--- config.mk ---
export PLATFORM = sky130hd
export DESIGN_NAME = tpe_ctrl
export DESIGN_NICKNAME = d
export VERILOG_FILES = /design/src/tpe_pkg.sv /design/src/tpe_ctrl.sv
export SDC_FILE = /design/constraint.sdc
export NUM_CORES = 1
export LEC_CHECK = 0
export ABC_CLOCK_PERIOD_IN_PS = 4100
export BUFFER_PORTS_ARGS = -buffer_cell sky130_fd_sc_hd__buf_2
export CAP_MARGIN = 20
export CORE_MARGIN = 2
export CORE_UTILIZATION = 52
export DETAILED_ROUTE_END_ITERATION = 10
export PLACE_DENSITY = 0.85
export RECOVER_POWER = 50
export SLEW_MARGIN = 30
export SYNTH_ARGS = -nofsm -noshare
export SYNTH_HDL_FRONTEND = slang
export SYNTH_SLANG_ARGS = --single-unit
--- constraint.sdc ---
create_clock -name clk -period 4.1 [get_ports clk]
set_clock_uncertainty 0.1 [all_clocks]
set_input_delay 0.41 -clock clk [delete_from_list [all_inputs] [get_ports clk]]
set_output_delay 0.41 -clock clk [all_outputs]
set_load 0.02 [all_outputs]
--- src/tpe_pkg.sv ---
package tpe_pkg;

    localparam int SAMPLE_W             = 16;
    localparam int CFG_W                = 16;
    localparam int ALPHA_W              = 17;
    localparam int CFG_INDEX_W          = 3;
    localparam int CFG_DATA_W           = 17;
    localparam int ANGLE_W              = 16;

    localparam int DEF_CORDIC_ITERS     = 16;
    localparam int DEF_SMOOTH_FRAC_BITS = 16;

    localparam int ANG_TAB_LEN          = 24;
    localparam int ITER_W               = $clog2(ANG_TAB_LEN);

    localparam int DOT_W                = 34;
    localparam int CORDIC_FRAC          = 16;
    localparam int CORDIC_W             = DOT_W + CORDIC_FRAC + 2;
    localparam int Z_W                  = 32;
    localparam int MAG_W                = 31;
    localparam int CDEG_CONST_W         = 29;
    localparam int SCALE_W              = MAG_W + CDEG_CONST_W;
    localparam int CDEG_SHIFT           = 45;

    localparam int ALPHA_FRAC           = 16;

    localparam logic signed [Z_W-1:0]      HALF_PI_Q29      = 32'sd843314857;
    localparam logic [CDEG_CONST_W-1:0]    CDEG_PER_RAD_Q16 = 29'd375493621;
    localparam logic signed [ANGLE_W-1:0]  CDEG_LIMIT       = 16'sd18000;
    localparam logic [ALPHA_W-1:0]         ALPHA_ONE        = 17'd65536;

    localparam logic signed [CFG_W-1:0] RST_GRAV_X = 16'sd0;
    localparam logic signed [CFG_W-1:0] RST_GRAV_Y = 16'sd0;
    localparam logic signed [CFG_W-1:0] RST_GRAV_Z = 16'sd16384;
    localparam logic signed [CFG_W-1:0] RST_FWD_X  = 16'sd16384;
    localparam logic signed [CFG_W-1:0] RST_FWD_Y  = 16'sd0;
    localparam logic signed [CFG_W-1:0] RST_FWD_Z  = 16'sd0;
    localparam logic [ALPHA_W-1:0]      RST_ALPHA  = 17'd6554;

    localparam logic signed [Z_W-1:0] ATAN_Q29 [ANG_TAB_LEN] = '{
        32'sd421657428, 32'sd248918915, 32'sd131521918, 32'sd66762579,
        32'sd33510843,  32'sd16771758,  32'sd8387925,   32'sd4194219,
        32'sd2097141,   32'sd1048575,   32'sd524288,    32'sd262144,
        32'sd131072,    32'sd65536,     32'sd32768,     32'sd16384,
        32'sd8192,      32'sd4096,      32'sd2048,      32'sd1024,
        32'sd512,       32'sd256,       32'sd128,       32'sd64
    };

    typedef enum logic [CFG_INDEX_W-1:0] {
        CFG_GRAV_X = 3'd0,
        CFG_GRAV_Y = 3'd1,
        CFG_GRAV_Z = 3'd2,
        CFG_FWD_X  = 3'd3,
        CFG_FWD_Y  = 3'd4,
        CFG_FWD_Z  = 3'd5,
        CFG_ALPHA  = 3'd6
    } cfg_idx_t;

    typedef enum logic [1:0] {
        AXIS_X = 2'd0,
        AXIS_Y = 2'd1,
        AXIS_Z = 2'd2
    } axis_t;

    typedef struct packed {
        logic signed [SAMPLE_W-1:0] accel_x;
        logic signed [SAMPLE_W-1:0] accel_y;
        logic signed [SAMPLE_W-1:0] accel_z;
    } in_item_t;

    typedef struct packed {
        logic signed [ANGLE_W-1:0] pitch_centideg;
        logic signed [ANGLE_W-1:0] smoothed_centideg;
    } out_item_t;

    typedef struct packed {
        logic              load;
        logic              dot_en;
        axis_t             dot_sel;
        logic              pre;
        logic              rot;
        logic [ITER_W-1:0] iter;
        logic              scale;
        logic              pitch;
        logic              diff;
        logic              mul;
        logic              add;
        logic              out_load;
    } tpe_cmd_t;

endpackage

--- src/tpe_ctrl.sv ---
module tpe_ctrl #(
    parameter int CORDIC_ITERS = tpe_pkg::DEF_CORDIC_ITERS
) (
    input  logic             clk,
    input  logic             rst_n,
    input  logic             in_valid,
    output logic             in_ready,
    input  logic             in_zero,
    output logic             out_valid,
    input  logic             out_ready,
    output tpe_pkg::tpe_cmd_t cmd
);
    import tpe_pkg::*;

    typedef enum logic [9:0] {
        S_IDLE  = 10'b0000000001,
        S_DOT   = 10'b0000000010,
        S_PRE   = 10'b0000000100,
        S_ROT   = 10'b0000001000,
        S_SCALE = 10'b0000010000,
        S_PITCH = 10'b0000100000,
        S_DIFF  = 10'b0001000000,
        S_MUL   = 10'b0010000000,
        S_ADD   = 10'b0100000000,
        S_OUT   = 10'b1000000000
    } state_t;

    localparam logic [ITER_W-1:0] LAST_ITER = ITER_W'(CORDIC_ITERS - 1);

    state_t            state_reg, state_next;
    axis_t             axis_reg, axis_next;
    logic [ITER_W-1:0] iter_reg, iter_next;
    logic              out_valid_reg, out_valid_next;

    always_comb
    begin
        state_next     = state_reg;
        axis_next      = axis_reg;
        iter_next      = iter_reg;
        cmd            = '0;
        cmd.dot_sel    = axis_reg;
        cmd.iter       = iter_reg;
        in_ready       = 1'b0;
        unique case (state_reg)
            S_IDLE:
            begin
                in_ready = 1'b1;
                if (in_valid && !in_zero)
                begin
                    cmd.load   = 1'b1;
                    axis_next  = AXIS_X;
                    state_next = S_DOT;
                end
            end
            S_DOT:
            begin
                cmd.dot_en = 1'b1;
                if (axis_reg == AXIS_Z)
                begin
                    state_next = S_PRE;
                end
                else
                begin
                    axis_next = axis_t'(axis_reg + 2'd1);
                end
            end
            S_PRE:
            begin
                cmd.pre    = 1'b1;
                iter_next  = '0;
                state_next = S_ROT;
            end
            S_ROT:
            begin
                cmd.rot = 1'b1;
                if (iter_reg == LAST_ITER)
                begin
                    state_next = S_SCALE;
                end
                else
                begin
                    iter_next = iter_reg + ITER_W'(1);
                end
            end
            S_SCALE:
            begin
                cmd.scale  = 1'b1;
                state_next = S_PITCH;
            end
            S_PITCH:
            begin
                cmd.pitch  = 1'b1;
                state_next = S_DIFF;
            end
            S_DIFF:
            begin
                cmd.diff   = 1'b1;
                state_next = S_MUL;
            end
            S_MUL:
            begin
                cmd.mul    = 1'b1;
                state_next = S_ADD;
            end
            S_ADD:
            begin
                cmd.add    = 1'b1;
                state_next = S_OUT;
            end
            S_OUT:
            begin
                if (!out_valid_reg || out_ready)
                begin
                    cmd.out_load = 1'b1;
                    state_next   = S_IDLE;
                end
            end
            default:
            begin
                state_next = S_IDLE;
            end
        endcase
    end

    always_comb
    begin
        if (cmd.out_load)
        begin
            out_valid_next = 1'b1;
        end
        else if (out_ready)
        begin
            out_valid_next = 1'b0;
        end
        else
        begin
            out_valid_next = out_valid_reg;
        end
    end

    assign out_valid = out_valid_reg;

    always_ff @(posedge clk or negedge rst_n)
    begin
        if (!rst_n)
        begin
            state_reg     <= S_IDLE;
            axis_reg      <= AXIS_X;
            iter_reg      <= '0;
            out_valid_reg <= 1'b0;
        end
        else
        begin
            state_reg     <= state_next;
            axis_reg      <= axis_next;
            iter_reg      <= iter_next;
            out_valid_reg <= out_valid_next;
        end
    end

endmodule

==> results.txt <==
The effective utilization at floorplan is 0.557, and the number of flip-flops in the largest register is 10. The tools report the number of antenna violations at the first check in global routing as 0. Once layout is done, the placed cells without fillers occupy 0.00123 mm2.

The tools report the combinational fraction of design power as 0.387. The number of vias per cell came out at 5.80. The worst register-to-register path begins at state_reg[2].

The number of buffers added on ports was 23. The average wire length per cell after detail routing came out at 13.8 um. Master of the slowest instance on the critical path: nor4_1. Across all register-to-register paths, the minimum setup slack is 1.82 ns.

For this run, the leading register cell type out of synthesis is dfrtp_1. Max-cap violations in this run came to 0. 0 antenna diodes ended up in the layout.

The ratio of final minimum period to clock period is 0.735, and the H-tree depth reported by CTS is 1. The clock slew at the register clock pins of the worst setup and hold paths is 0.11 ns. The worst setup path is captured at a primary output.

The worst setup path is launched from a flip-flop. Data on the critical path arrives at its endpoint at 2.50 ns. The floorplan row count is 16. Total power for the finished layout comes to 0.000556 W. The tools report the overall global routing resource usage as 0.204. For the total setup violations reported at the end of the flow, the log shows 0.

The total area inside the core boundary comes to 0.00196 mm2. The tools report the count of final hold-check violations as 0. The number of design-rule violations left by the first detailed-router iteration was 19. The run gives 163 as the filler-free cell count of the finished design. The die is 49.8 um wide.

Traced cell by cell, the critical path runs through nor4_1, nand2_2, nand4bb_4, nor2b_1, buf_2. Of all cell types, the one taking the most synthesized area is dfrtp_1. Summed over all cells, the static leakage comes to 0.585 nW.

The height of the die works out to 49.8 um. The fraction of power spent switching nets is 0.406, and the final weighted congestion in routability-driven placement is 0.769. Derived from the worst setup path, the maximum achievable clock frequency is 332 MHz. Yosys printed 0 warnings. For the max-slew violation count, the log shows 0.

The deepest clock path buffer count was 2. The run gives 0.000226 W as the switching power of the nets. Summed over all failing endpoints, the final setup total negative slack is 0 ns.

Ranked by total cell area, the synthesized netlist is headed by dfrtp_1 39%, nor4_4 3.9%, o21ai_0 3.7%. After synthesis, the mean cell area works out to 9.84 um2. The endpoint of the worst hold-timing path is out_valid.

The number of resized instances in the post-cts repair step was 0. The share of total power in sequential cells was 0.435; the slew at the pin closest to its max-slew limit was 1.03 ns. The critical path in this run is classified as reg2out. For the worst setup path, the data required time is 3.59 ns.

IR analysis of the VDD net gives a maximum drop of 0.248 mV. Buffers added to address setup during post-CTS repair amount to 0. The power density of the placed cells was 450 mW/mm2. After synthesis the cells add up to 0.00109 mm2.

The buffers plus inverters on the worst setup path was 1. The first global-routing pass estimated 3860 um of wire. Fraction of layout instances using a drive strength above 1: 0.199. The run gives 19 as the pin count of the biggest net entering global routing. Buffers inserted during clock tree synthesis total 3. Summed over all layers, the routed wires come to 2250 um. For the sink count of the clock tree, the log shows 18. The sequential share of the synthesized area is 0.414, and the depth of the worst hold-timing path is 3.

The cell count after synthesis came out at 111. The number of buffers inserted for hold repair after clock tree synthesis came out at 1. Via count of the first global-routing pass: 879.

The flow ran to the end, and the final reports show no timing, DRC or antenna violations. The tools report the total cell area at the placement stage as 0.00122 mm2. Counting tap cells, the placed design contains a total of 158 instances. Grouping stages by cell kind, the critical path spends the most delay in simple AND/OR/NAND/NOR gates.

TritonCTS built the clock tree. Post-route antenna net violation count: 0. On the worst path, the slowest cell contributes a delay of 0.89 ns. The portion of synthesized cell area occupied by the leading cell type is 0.389. The tools report the first-pass detailed-route iteration total as 4.

In the layout the commonest cells are 17 x dfrtp_1, 14 x buf_2, 10 x inv_1, 10 x nand2_1, 10 x clkbuf_1. For the headroom to the max-slew limit, the log shows 0.305. Measured in cells, the most critical reg-to-reg path has a length of 4. Subtracting the final worst setup slack from the clock period gives 3.01 ns.

The area used by multi-input combinational logic is 572 um2, and the signed area change from the synthesized netlist to the final layout is 13.1%. The number of enable flip-flop cells after synthesis was 0; the worst-path maximum fanout was 13. The area of all sequential standard cells came out at 452 um2. The tools report the start point of the worst min-delay path as out_ready. Detailed placement finished with a half-perimeter wire length of 1670 um. The proportion of synthesized flip-flops having asynchronous set or reset is 1.00, and the total internal power is 0.000330 W.

The floorplan step defined a die boundary enclosing 0.00248 mm2. The worst path meets setup with 1.09 ns of slack. Pin placement for this block handled 24 I/O pins. Leaving out fill and tap cells, the most frequent cell in the layout is dfrtp_1.

The logs give 0 for the number of remaining DRC errors and 0 for the remaining global-route overflow. CTS placed an instance of clkbuf_4 at the clock tree root. Setup repair after global routing left no endpoint under its margin. Across all layers, the routed design uses 946 vias. Yosys mapped the design onto 45 distinct sky130hd cell types. The number of flip-flops and latches in the synthesized netlist was 18.

For the number of filler instances in the final layout, the log shows 196. The reg-to-reg endpoint is axis_reg[0]. At the end of the flow, the number of nets in the layout was 145. The later pin in the worst-skew pair is clocked with a latency of 0.31 ns. Counting every net in the synthesized netlist gives 119. The class of the tightest hold or removal check is in2reg. The clock power share is 0.178, and the setup slack at placement is 1.92 ns.
-- per-layer routing --
metal	vias to the layer above	wire length (um)	GRT usage	share of wire
met5	-	0	0	0
met4	0	42	0.0833	0.019
met3	5	99	0.0273	0.044
met2	28	1190	0.342	0.53
met1	462	914	0.266	0.41
li1	451	-	-	-
-- worst reg2reg max path, delay by kind of cell (launching register included) --
family          cells  cell delay [ns]
flops               1             0.53
compound gates      1             0.13
simple gates        3             1.46
-- stage by stage --
stage               hold slack, ns  utilization
finish                       0.304        0.629
global placement             0.259        0.624
global route                 0.338        0.629
detailed placement           0.264        0.624
floorplan                   0.0144            -
CTS                          0.314        0.643
-- worst max-delay path by stage --
stage / end / slack (ns) / depth (start not counted) / startpoint
after floorplan: cmd[4] / 1.85 / 3 / state_reg[7]
after global placement: cmd[16] / 1.99 / 5 / state_reg[6]
after detailed placement: cmd[4] / 1.92 / 4 / state_reg[6]
after CTS: cmd[4] / 1.57 / 4 / state_reg[6]
after global routing: cmd[0] / 0.92 / 5 / state_reg[2]
final: cmd[0] / 1.09 / 5 / state_reg[2]
-- cell type report --
type,count,area share
multi-input combinational,80,0.463
tap,27,0.0274
clock buffer,4,0.0213
timing repair buffer,24,0.0922
sequential,18,0.366
inverter,10,0.0304
-- synthesized netlist by cell type, types with 2 or more instances --
cell,n
o21ai_0,8
and4b_1,2
nor2_1,6
o211ai_1,2
nand2b_1,3
nor4bb_1,2
a31oi_1,2
nor2b_1,4
nor3b_1,2
and2_1,2
nor4_4,2
nand3_1,2
inv_1,10
ha_1,3
o21ai_2,2
nor4_1,5
nand2_1,10
dfrtp_1,17
-- power groups by stage --
| stage | registers (W) | logic, W | clock network, W |
|---|---|---|---|
| finish | 0.000242 | 0.000215 | 0.0000990 |
| CTS | 0.000242 | 0.000222 | 0.0000970 |
| detailed placement | 0.000245 | 0.000221 | 0 |
| global route | 0.000246 | 0.000244 | 0.000107 |
| global placement | 0.000243 | 0.000214 | 0 |
| floorplan | 0.000252 | 0.000153 | 0 |
-- cells by family (layout without fill, tap and decap cells) --
group                      after synthesis  after routing  synth area share
AOI/OAI and AO/OA                       23             23             0.141
xor gates and xnor gates                 1              1           0.00802
adders and majority gates                3              3            0.0344
buffers and inverters                   13             38            0.0493
DFF                                     18             18             0.414
and+or+nand+nor                         53             53             0.354
Note: power is estimated with default switching activity, not from simulation.
